File: config.mk
export PLATFORM = sky130hd
export DESIGN_NAME = mosaic_tile_pixel_mapper_core
export DESIGN_NICKNAME = d
export VERILOG_FILES = /design/src/rtl/core/mtpm_pkg.sv /design/src/rtl/core/mtpm_axis_cfg.sv /design/src/rtl/core/mtpm_axis_map.sv /design/src/rtl/core/mtpm_index.sv /design/src/rtl/core/mosaic_tile_pixel_mapper_core.sv
export SDC_FILE = /design/constraint.sdc
export NUM_CORES = 2
export LEC_CHECK = 0
export ABC_AREA = 1
export ABC_CLOCK_PERIOD_IN_PS = 14700
export BUFFER_PORTS_ARGS = -buffer_cell sky130_fd_sc_hd__buf_4
export CORE_ASPECT_RATIO = 1.4
export CORE_MARGIN = 4
export CORE_UTILIZATION = 55
export CTS_CLUSTER_DIAMETER = 80
export DETAILED_ROUTE_END_ITERATION = 10
export PLACE_DENSITY = 0.75
export SLEW_MARGIN = 30
export SYNTH_ARGS = -nofsm -noshare
export SYNTH_HDL_FRONTEND = slang
export SYNTH_SLANG_ARGS = --single-unit
File: constraint.sdc
create_clock -name clk_i -period 14.7 [get_ports clk_i]
set_input_delay 0.735 -clock clk_i [delete_from_list [all_inputs] [get_ports clk_i]]
set_output_delay 0.735 -clock clk_i [all_outputs]
set_load 0.05 [all_outputs]
File: src/rtl/core/mtpm_pkg.sv
// Shared constants, register codes and stage types of the mosaic tile pixel mapper.
package mtpm_pkg;

  localparam int unsigned MAX_TILES_PER_AXIS = 16;
  localparam int unsigned MAX_TILE_SIZE      = 4096;
  localparam int unsigned MIN_TILE_SIZE      = 2;

  localparam int unsigned COORD_W    = 16;
  localparam int unsigned SIZE_W     = 13;
  localparam int unsigned OV_W       = 12;
  localparam int unsigned CNT_W      = 5;
  localparam int unsigned IDX_W      = 4;
  localparam int unsigned HALF_W     = 11;
  localparam int unsigned OFF_W      = 12;
  localparam int unsigned TOTAL_W    = 17;
  localparam int unsigned BOUND_W    = 17;
  localparam int unsigned NUM_W      = 8;
  localparam int unsigned SIDX_W     = 24;
  localparam int unsigned CFG_IDX_W  = 3;
  localparam int unsigned CFG_DATA_W = 13;
  localparam int unsigned NUM_BOUNDS = MAX_TILES_PER_AXIS - 1;

  typedef enum logic [CFG_IDX_W-1:0] {
    CFG_TILE_WIDTH   = 3'd0,
    CFG_TILE_HEIGHT  = 3'd1,
    CFG_OVERLAP_H    = 3'd2,
    CFG_OVERLAP_V    = 3'd3,
    CFG_COLUMNS      = 3'd4,
    CFG_ROWS         = 3'd5
  } cfg_reg_e;

  // Effective settings of one axis, derived from the raw registers.
  typedef struct packed {
    logic [SIZE_W-1:0]                  size;
    logic [HALF_W-1:0]                  half;
    logic [SIZE_W-1:0]                  pitch;
    logic [CNT_W-1:0]                   count;
    logic [TOTAL_W-1:0]                 total;
    logic [NUM_BOUNDS-1:0][BOUND_W-1:0] bound;
  } axis_cfg_t;

  typedef struct packed {
    logic [IDX_W-1:0]   idx;
    logic [COORD_W-1:0] coord;
    logic               outside;
  } axis_s1_t;

  typedef struct packed {
    logic [IDX_W-1:0] idx;
    logic [OFF_W-1:0] off;
    logic             outside;
  } axis_res_t;

  typedef struct packed {
    logic [IDX_W-1:0]  tile_column;
    logic [IDX_W-1:0]  tile_row;
    logic [NUM_W-1:0]  tile_number;
    logic [OFF_W-1:0]  source_x;
    logic [OFF_W-1:0]  source_y;
    logic [SIDX_W-1:0] source_index;
    logic              outside_mosaic;
  } result_t;

endpackage

File: src/rtl/core/mtpm_axis_cfg.sv
// Derives the effective size, pitch, total and tile boundaries of one axis.
module mtpm_axis_cfg (
  input  logic                                clk_i,
  input  logic [mtpm_pkg::SIZE_W-1:0]         size_raw_i,
  input  logic [mtpm_pkg::OV_W-1:0]           ov_raw_i,
  input  logic [mtpm_pkg::CNT_W-1:0]          count_raw_i,
  output mtpm_pkg::axis_cfg_t                 cfg_o
);

  mtpm_pkg::axis_cfg_t cfg_d, cfg_q;

  always_comb begin
    logic [mtpm_pkg::SIZE_W-1:0] size_eff;
    logic [mtpm_pkg::SIZE_W-1:0] ov_ext;
    logic [mtpm_pkg::SIZE_W-1:0] ov_eff;
    logic [mtpm_pkg::CNT_W-1:0]  count_eff;
    size_eff = size_raw_i;
    if (size_raw_i < mtpm_pkg::SIZE_W'(mtpm_pkg::MIN_TILE_SIZE)) begin
      size_eff = mtpm_pkg::SIZE_W'(mtpm_pkg::MIN_TILE_SIZE);
    end else if (size_raw_i > mtpm_pkg::SIZE_W'(mtpm_pkg::MAX_TILE_SIZE)) begin
      size_eff = mtpm_pkg::SIZE_W'(mtpm_pkg::MAX_TILE_SIZE);
    end
    ov_ext = mtpm_pkg::SIZE_W'(ov_raw_i);
    ov_eff = (ov_ext < size_eff) ? ov_ext : size_eff - 1'b1;
    count_eff = count_raw_i;
    if (count_raw_i == '0) begin
      count_eff = mtpm_pkg::CNT_W'(1);
    end else if (count_raw_i > mtpm_pkg::CNT_W'(mtpm_pkg::MAX_TILES_PER_AXIS)) begin
      count_eff = mtpm_pkg::CNT_W'(mtpm_pkg::MAX_TILES_PER_AXIS);
    end
    cfg_d.size  = size_eff;
    cfg_d.half  = mtpm_pkg::HALF_W'(ov_eff >> 1);
    cfg_d.pitch = size_eff - mtpm_pkg::SIZE_W'(cfg_d.half);
    cfg_d.count = count_eff;
    cfg_d.total = mtpm_pkg::TOTAL_W'(count_eff) * mtpm_pkg::TOTAL_W'(size_eff)
                - mtpm_pkg::TOTAL_W'(count_eff - 1'b1) * mtpm_pkg::TOTAL_W'(ov_eff);
    // Boundary k holds the first coordinate of tile k+1, for k from zero up.
    for (int k = 0; k < mtpm_pkg::NUM_BOUNDS; k++) begin
      cfg_d.bound[k] = mtpm_pkg::BOUND_W'(k + 1) * mtpm_pkg::BOUND_W'(cfg_d.pitch);
    end
  end

  always_ff @(posedge clk_i) begin
    cfg_q <= cfg_d;
  end

  assign cfg_o = cfg_q;

endmodule

File: src/rtl/core/mtpm_axis_map.sv
// Two pipeline stages of one axis: tile index by boundary compare, then offset.
module mtpm_axis_map (
  input  logic                        clk_i,
  input  mtpm_pkg::axis_cfg_t         cfg_i,
  input  logic [mtpm_pkg::COORD_W-1:0] coord_i,
  output mtpm_pkg::axis_res_t         res_o
);

  mtpm_pkg::axis_s1_t  s1_d, s1_q;
  mtpm_pkg::axis_res_t res_d, res_q;

  // The boundaries rise with k, so the passed ones form a thermometer code.
  always_comb begin
    logic [mtpm_pkg::NUM_BOUNDS-1:0] ge;
    for (int k = 0; k < mtpm_pkg::NUM_BOUNDS; k++) begin
      ge[k] = (mtpm_pkg::CNT_W'(k + 1) < cfg_i.count) &&
              (mtpm_pkg::BOUND_W'(coord_i) >= cfg_i.bound[k]);
    end
    s1_d.idx     = mtpm_pkg::IDX_W'($countones(ge));
    s1_d.coord   = coord_i;
    s1_d.outside = mtpm_pkg::TOTAL_W'(coord_i) >= cfg_i.total;
  end

  always_comb begin
    logic [mtpm_pkg::IDX_W-1:0]   bsel;
    logic [mtpm_pkg::BOUND_W-1:0] base;
    logic [mtpm_pkg::BOUND_W-1:0] off_full;
    logic [mtpm_pkg::BOUND_W-1:0] off_max;
    bsel = s1_q.idx - 1'b1;
    base = '0;
    off_full = mtpm_pkg::BOUND_W'(s1_q.coord);
    if (s1_q.idx != '0) begin
      base = cfg_i.bound[bsel];
      off_full = mtpm_pkg::BOUND_W'(s1_q.coord) - base + mtpm_pkg::BOUND_W'(cfg_i.half);
    end
    // Past the last tile the offset saturates at the tile's last pixel.
    off_max = mtpm_pkg::BOUND_W'(cfg_i.size - 1'b1);
    if (off_full > off_max) begin
      off_full = off_max;
    end
    res_d.idx     = s1_q.idx;
    res_d.off     = off_full[mtpm_pkg::OFF_W-1:0];
    res_d.outside = s1_q.outside;
  end

  always_ff @(posedge clk_i) begin
    s1_q  <= s1_d;
    res_q <= res_d;
  end

  assign res_o = res_q;

endmodule

File: src/rtl/core/mtpm_index.sv
// Final stage: tile number, linear source index and the outside flag.
module mtpm_index (
  input  logic                 clk_i,
  input  mtpm_pkg::axis_res_t  x_i,
  input  mtpm_pkg::axis_res_t  y_i,
  input  mtpm_pkg::axis_cfg_t  cfg_x_i,
  output mtpm_pkg::result_t    res_o
);

  mtpm_pkg::result_t res_d, res_q;

  always_comb begin
    logic [mtpm_pkg::NUM_W+1:0]  num_full;
    logic [mtpm_pkg::SIDX_W:0]   idx_full;
    num_full = ((mtpm_pkg::NUM_W+2)'(y_i.idx) * (mtpm_pkg::NUM_W+2)'(cfg_x_i.count))
             + (mtpm_pkg::NUM_W+2)'(x_i.idx);
    idx_full = ((mtpm_pkg::SIDX_W+1)'(y_i.off) * (mtpm_pkg::SIDX_W+1)'(cfg_x_i.size))
             + (mtpm_pkg::SIDX_W+1)'(x_i.off);
    res_d.tile_column    = x_i.idx;
    res_d.tile_row       = y_i.idx;
    res_d.tile_number    = num_full[mtpm_pkg::NUM_W-1:0];
    res_d.source_x       = x_i.off;
    res_d.source_y       = y_i.off;
    res_d.source_index   = idx_full[mtpm_pkg::SIDX_W-1:0];
    res_d.outside_mosaic = x_i.outside | y_i.outside;
  end

  always_ff @(posedge clk_i) begin
    res_q <= res_d;
  end

  assign res_o = res_q;

endmodule

File: src/rtl/core/mosaic_tile_pixel_mapper_core.sv
// Top level of the mosaic tile pixel mapper: registers, pipeline and valid chain.
//
// The mapper turns one mosaic coordinate into the supplying tile and the
// pixel inside it. It takes a new coordinate in every clock cycle, since
// busy_o stays low, and delivers each result with done_o high for exactly
// one cycle. The receiver cannot stall, so no result ever waits and the
// pipeline never holds. Each coordinate passes the stages in this order:
// the input register, the boundary compare that finds the tile index, the
// offset subtract and saturation, and the multiply that forms the linear
// source index. Tile boundaries are precomputed from the configuration in
// a register of their own, so a configuration write is in effect for any
// coordinate that starts in the cycle after the write. The configuration
// channel is always ready, and a write to an index beyond the six
// registers is dropped.
module mosaic_tile_pixel_mapper_core (
  input  logic                             clk_i,
  input  logic                             rst_ni,
  input  logic                             start_i,
  output logic                             busy_o,
  input  logic [mtpm_pkg::COORD_W-1:0]     out_x_i,
  input  logic [mtpm_pkg::COORD_W-1:0]     out_y_i,
  input  logic                             cfg_valid_i,
  output logic                             cfg_ready_o,
  input  logic [mtpm_pkg::CFG_IDX_W-1:0]   cfg_index_i,
  input  logic [mtpm_pkg::CFG_DATA_W-1:0]  cfg_data_i,
  output logic                             done_o,
  output logic [mtpm_pkg::IDX_W-1:0]       tile_column_o,
  output logic [mtpm_pkg::IDX_W-1:0]       tile_row_o,
  output logic [mtpm_pkg::NUM_W-1:0]       tile_number_o,
  output logic [mtpm_pkg::OFF_W-1:0]       source_x_o,
  output logic [mtpm_pkg::OFF_W-1:0]       source_y_o,
  output logic [mtpm_pkg::SIDX_W-1:0]      source_index_o,
  output logic                             outside_mosaic_o
);

  // Raw configuration registers, reset to the documented defaults.
  logic [mtpm_pkg::SIZE_W-1:0] tile_width_q, tile_height_q;
  logic [mtpm_pkg::OV_W-1:0]   overlap_h_q, overlap_v_q;
  logic [mtpm_pkg::CNT_W-1:0]  columns_q, rows_q;

  // One valid bit per stage: input, index, offset, result.
  logic [3:0] vld_d, vld_q;

  logic [mtpm_pkg::COORD_W-1:0] x_q, y_q;
  logic                         accept;

  mtpm_pkg::axis_cfg_t cfg_x, cfg_y;
  mtpm_pkg::axis_res_t res_x, res_y;
  mtpm_pkg::result_t   res;

  assign busy_o      = 1'b0;
  assign cfg_ready_o = 1'b1;
  assign accept      = start_i && !busy_o;

  always_ff @(posedge clk_i or negedge rst_ni) begin
    if (!rst_ni) begin
      tile_width_q  <= mtpm_pkg::SIZE_W'(640);
      tile_height_q <= mtpm_pkg::SIZE_W'(480);
      overlap_h_q   <= '0;
      overlap_v_q   <= '0;
      columns_q     <= mtpm_pkg::CNT_W'(1);
      rows_q        <= mtpm_pkg::CNT_W'(1);
    end else if (cfg_valid_i && cfg_ready_o) begin
      unique case (mtpm_pkg::cfg_reg_e'(cfg_index_i))
        mtpm_pkg::CFG_TILE_WIDTH:  tile_width_q  <= cfg_data_i;
        mtpm_pkg::CFG_TILE_HEIGHT: tile_height_q <= cfg_data_i;
        mtpm_pkg::CFG_OVERLAP_H:   overlap_h_q   <= cfg_data_i[mtpm_pkg::OV_W-1:0];
        mtpm_pkg::CFG_OVERLAP_V:   overlap_v_q   <= cfg_data_i[mtpm_pkg::OV_W-1:0];
        mtpm_pkg::CFG_COLUMNS:     columns_q     <= cfg_data_i[mtpm_pkg::CNT_W-1:0];
        mtpm_pkg::CFG_ROWS:        rows_q        <= cfg_data_i[mtpm_pkg::CNT_W-1:0];
        default: ;
      endcase
    end
  end

  assign vld_d = {vld_q[2:0], accept};

  always_ff @(posedge clk_i or negedge rst_ni) begin
    if (!rst_ni) begin
      vld_q <= '0;
    end else begin
      vld_q <= vld_d;
    end
  end

  // The input register captures a coordinate only on its transfer.
  always_ff @(posedge clk_i) begin
    if (accept) begin
      x_q <= out_x_i;
      y_q <= out_y_i;
    end
  end

  mtpm_axis_cfg u_cfg_x (
    .clk_i       (clk_i),
    .size_raw_i  (tile_width_q),
    .ov_raw_i    (overlap_h_q),
    .count_raw_i (columns_q),
    .cfg_o       (cfg_x)
  );

  mtpm_axis_cfg u_cfg_y (
    .clk_i       (clk_i),
    .size_raw_i  (tile_height_q),
    .ov_raw_i    (overlap_v_q),
    .count_raw_i (rows_q),
    .cfg_o       (cfg_y)
  );

  mtpm_axis_map u_map_x (
    .clk_i   (clk_i),
    .cfg_i   (cfg_x),
    .coord_i (x_q),
    .res_o   (res_x)
  );

  mtpm_axis_map u_map_y (
    .clk_i   (clk_i),
    .cfg_i   (cfg_y),
    .coord_i (y_q),
    .res_o   (res_y)
  );

  mtpm_index u_index (
    .clk_i   (clk_i),
    .x_i     (res_x),
    .y_i     (res_y),
    .cfg_x_i (cfg_x),
    .res_o   (res)
  );

  assign done_o           = vld_q[3];
  assign tile_column_o    = res.tile_column;
  assign tile_row_o       = res.tile_row;
  assign tile_number_o    = res.tile_number;
  assign source_x_o       = res.source_x;
  assign source_y_o       = res.source_y;
  assign source_index_o   = res.source_index;
  assign outside_mosaic_o = res.outside_mosaic;

endmodule

After elaboration in Yosys (flattened, before gate mapping)
Index checks and enable logic that the tools add are counted. Widths: inputs -> output; s select.

Add/subtract/negate cells: 46. Multiply operators: 28. Divide/modulo/power cells: 0. $lt $le $gt $ge: 74. Eq/ne operators: 5. Shift-type cells: 0. Muxes and demuxes: 18. Bitwise operators: 1. Reduce and logical (&&, ||, !) cells: 41.

Operators by type and width (count): $ge 16x17->1 (16); $bmux 17 s4 (2); $mul 4x13->17 const A (8); $ge 16x16->1 (8); $mul 3x13->16 const A (8); $mul 2x13->15 const A (6); $lt 4x5->1 const A (16); $mux 13 (6); $mux 17 (4); $ge 16x15->1 (4); $add 4x4->4 (12); $lt 3x5->1 const A (8); $add 17x11->17 (2); $gt 17x17->1 (2); $mul 17x13->17 (2); $mul 5x13->17 (2); $sub 16x17->17 (2); $sub 17x17->17 (2); $ge 16x13->1 (2); $ge 16x14->1 (2); $logic_and 1x1->1 (30); $add 1x1->2 (14); $sub 13x1->14 const B (2); $gt 13x13->1 const B (2); 25 further kinds (51).

Register bits after elaboration: 709. Latch bits: 0. Bits in writable memories: 0. Memory bits (read-only): 0. Input bits: 52. Output and inout port bits: 68. Word-level logic and storage cells: 273. Memories kept: 0.

Longest topological paths before layout
Depth after elaboration: 8. Mapped depth: 44. Gate-level depth less buffers: 43.

Cells and area by module
From an unflattened synthesis, not the netlist that was laid out.

Cell total of the unflattened synthesis: 9288. Area total of the unflattened synthesis: 68558.3 um^2.

By module, submodules not included: mtpm_axis_cfg at u_cfg_x (instances 1, cells each 1808, area each 15381.0 um^2, sequential area each 3143.0 um^2); mtpm_axis_cfg at u_cfg_y (instances 1, cells each 1763, area each 15234.6 um^2, sequential area each 3143.0 um^2); mtpm_axis_map at u_map_x (instances 1, cells each 2185, area each 13187.6 um^2, sequential area each 760.7 um^2); mtpm_axis_map at u_map_y (instances 1, cells each 2157, area each 13042.5 um^2, sequential area each 760.7 um^2); mtpm_index (instances 1, cells each 1060, area each 8150.3 um^2, sequential area each 1301.2 um^2); mosaic_tile_pixel_mapper_core (instances 1, cells each 315, area each 3562.2 um^2, sequential area each 2572.5 um^2).

Worst setup path before layout
No wires, ideal clock.

Path kind: reg2reg. From: reg tile_height_q[10] in the netlist's numbering. To: reg u_cfg_y.cfg_q (netlist bit u_cfg_y.cfg_o[253]). Arrival time: 6.966 ns. Setup slack: 7.598 ns. Stages on the path, launching flop included: 38. Period minus slack after synthesis: 7.102 ns. Cells stage by stage: dfrtp_1 or2_4 nor3_2 nand2_1 nand2_2 buf_6 inv_2 nor2_4 inv_2 ha_1 nand2_1 o21ai_0 nand3_1 a21boi_0 o21ai_0 nand2_4 buf_4 o21ai_2 (+2 left out) fa_1 a21oi_1 o21bai_1 a21oi_1 o21bai_1 xor2_1 inv_1 fa_1 fa_1 ha_1 nand2_1 or2_2 nand3_1 nand2_1 nand2_1 a21oi_1 o41ai_1 xor2_1.

RTL lines: from (decl) (RTL line mosaic_tile_pixel_mapper_core.sv:37) `logic [mtpm_pkg::SIZE_W-1:0] tile_width_q, tile_height_q;`; from (signal assigned) (RTL line mosaic_tile_pixel_mapper_core.sv:58) `tile_height_q <= mtpm_pkg::SIZE_W'(480);`; from (signal assigned) (RTL line mosaic_tile_pixel_mapper_core.sv:66) `mtpm_pkg::CFG_TILE_HEIGHT: tile_height_q <= cfg_data_i;`; to (signal assigned) (RTL line mtpm_axis_cfg.sv:44) `cfg_q <= cfg_d;`; to (decl) (RTL line mtpm_axis_cfg.sv:10) `mtpm_pkg::axis_cfg_t cfg_d, cfg_q;`.

==> flow_metrics.tcl <==
set metrics [dict create \
    drt-met1-wl_mm 67.5 \
    mux_share_of_post_synthesis_cell_area_pct 0 \
    cts-root-to-sink-buffers 3 \
    hold_viol 0 \
    highest_cell_delay_on_the_worst_timing_path_ps 870 \
    finalInstanceArea_um2 65700 \
    fin_worst_skew_ps 40.7 \
    first_pass_iters 8 \
    timing.critical_path.slowest_stage_cell "a21boi_0" \
    rsz0062_at_grt "false" \
    grt_remaining_overflow 0 \
    die_w_um 288 \
    critPathBufInv 8 \
    final_period_minus_worst_setup_slack_ps 8990 \
    cpMostUsedCell "nand2_1" \
    row_count 143 \
    synth_area_leaders "ha_1 21%, fa_1 19%, dfxtp_1 15%" \
    synth-seq-area-share_pct 19.3 \
    setup.worst_path.class "reg -> reg" \
    worst-r2r-setup-slack_ps 5710 \
    dp_hpwl_mm 164 \
    root_buffer "clkbuf_16" \
    worstPathArrival_ps 9540 \
    detail_route.wirelength_mm 203 \
    ios 120 \
    post_cts_setup_driven_buffer_insertion_count 0 \
    cts_made_buffers 66 \
    grt_use_total_pct 35.3 \
    slew_viol_final 0 \
    residual_drc_count 0 \
    xor_xnor_cell_area_share_of_the_yosys_netlist_pct 4.46 \
    final_antenna_net_count 0 \
    synth_ff_type "dfxtp_1" \
    antenna_found_initial 9 \
    post-synth-top-count-cell "inv_1" \
    worstReg2RegStart "tile_height_q[10]" \
    worst_setup_hold_path_clk_slew_ps 70 \
    cp-end-kind "register" \
    synth_enable_flop_cells 32 \
    finalWeightedCongestion 1.01 \
    outcome "complete, no violations" \
    tightest_slew_ps 1080 \
    cp_data_required_time_ps 15250 \
    hold_path.class "in -> async" \
    synth_cell_type_count 74 \
    worst_slew_margin_rel_pct 27.2 \
    route.detailed.vias_per_inst 5.75 \
    drt-initial-drc-count 3846 \
    syn-instance-count 7394 \
    route.top_layer_used "met5" \
    synth-seq-cells 551 \
    layout-drive-gt1-share_pct 5.56 \
    post_synth_instance_area_um2 60400 \
    detailroute.via_count 52100 \
    synth-compound-area-share_pct 12.7 \
    max-cap-violations 0 \
    timing.critical_path.from "tile_height_q[10]" \
    postCtsHoldBufs 0 \
    synth_to_layout_area_growth_pct 8.73 \
    core-area_um2 109000 \
    cts_max_level 3 \
    synth_top_cell_by_area "ha_1" \
    instance_area_at_placement_um2 63300 \
    simple_logic_cell_fraction_of_the_synthesized_area_pct 13.8 \
    wire_length_of_the_first_global_routing_pass_mm 309 \
    largest_net_degree_at_the_start_of_global_routing 80 \
    leading_cell_types_by_count_after_synthesis "1453 x inv_1, 1240 x nand2_1, 996 x ha_1" \
    clk_latency_ps 680 \
    wl_met2_mm 99.2 \
    syn_area_per_cell_um2 8.17 \
    reg2regPathDepth 41 \
    yosysWarnings 0 \
    tritoncts_num_sinks 551 \
    path_delay_family "compound AO/OA/AOI/OAI gates" \
    setup-tns-final_ps 0 \
    post-synth-top-area-fraction_pct 20.6 \
    ff_to_ff_end "u_cfg_y.cfg_o[185]" \
    finalNetCount 9179 \
    fmaxAchievable_ghz 0.111 \
    setup.worst_path.start_class "register" \
    synth-async-reset-ratio_pct 11.6 \
    wl_per_cell_um 22.4 \
    postCtsResizedCells 0 \
    routed-wl-met3_mm 13.8 \
    final_min_period_over_clock_period_pct 61.1 \
    final-setup-viol-count 0 \
    synth_top_family_by_area "adder cells" \
    via_count_of_the_first_global_routing_pass 53900 \
    cts_tree "done" \
    floorplan.die_area_um2 115000 \
    floorplan.die.height_um 400 \
    worstPathMaxFanout 25 \
    synth_adder_area_share_pct 39.6 \
    buffer_ports.inserted 117 \
    initial_util_pct 55.6 \
]
==> routing by layer <==
layer | global-route usage (%) | up-vias
li1 | - | 24200
met1 | 35.3 | 24800
met2 | 61.3 | 2174
met3 | 6.85 | 975
met4 | 31.9 | 4
met5 | 0 | -
==> cells by family (layout without fill, tap and decap cells) <==
group	after synthesis	count (layout)
AOI/OAI and AO/OA	1325	1325
other	2	64
adders and majority gates	1568	1568
buffers and inverters	1625	1781
xor gates and xnor gates	306	306
and+or+nand+nor	2017	2017
DFF	551	551
==> worst register-to-register path: cells and delay by family (launching register included) <==
kind / cells / cell delay [ps]
AND/OR/NAND/NOR: 14 / 1950
XOR/XNOR: 1 / 640
flip-flops: 1 / 380
adder cells (fa/ha/maj): 6 / 2210
AO/OA/AOI/OAI: 12 / 2680
buffers and inverters: 8 / 1030
==> metrics by stage <==
stage | hold WS (ps) | util (%) | std cells | setup WS [ps]
floorplan | 310 | - | 7453 | 7600
global placement | 314 | 58.2 | 8938 | 5900
detailed placement | 316 | 58.2 | 8939 | 5770
CTS | 203 | 60.4 | 9057 | 5770
global route | 231 | 60.4 | 9059 | 4990
finish | 208 | 60.4 | 9062 | 5710
==> layout by cell type, fill, tap and decap left out, drive strengths merged, types with 18 or more instances in the layout <==
cell type / n
inv: 1490
nand2: 1258
ha: 996
fa: 572
a21oi: 531
dfxtp: 455
o21ai: 453
nor2: 390
xor2: 223
nand3: 188
buf: 175
clkbuf: 84
xnor2: 83
nand4: 65
nor3: 63
conb: 61
dfrtp: 56
a31oi: 42
o211ai: 40
a21o: 39
edfxtp: 32
a211oi: 29
o21bai: 29
o221ai: 25
o2111ai: 20
clkinv: 18
==> flip-flops by register name, summed over array words and instances (netlist names), 12 cells and up <==
signal         flops
u_map_x.res_o     17
tile_height_q     13
tile_width_q      13
overlap_h_q       12
y_q               16
overlap_v_q       12
x_q               16
u_map_y.res_o     17
u_cfg_x.cfg_o    157
u_index.res_o     65
u_map_y.s1_q      16
u_cfg_y.cfg_o    157
u_map_x.s1_q      16
==> worst max path at each step <==
stage,endpoint,slack (ps),cells after the start
after floorplan,u_cfg_y.cfg_o[253],7600,37
after global placement,u_cfg_y.cfg_o[185],5900,41
after detailed placement,u_cfg_y.cfg_o[185],5770,41
after CTS,u_cfg_y.cfg_o[185],5770,41
after global routing,u_cfg_y.cfg_o[185],4990,41
final,u_cfg_y.cfg_o[185],5710,41
==> cell type report <==
cell class | count | area [µm²]
repair buffers | 176 | 1340
fillers | 9868 | 43100
multi-input cells | 5277 | 42900
well taps | 1450 | 1810
clock buffers | 83 | 1890
flip-flops and latches | 551 | 11700
clock inverters | 35 | 499
inverters | 1487 | 5580
diodes | 3 | 7.51
Power is left out: the tool's default activity adds up to more than one toggle a clock period on the data nets, which glitch-free logic cannot reach.
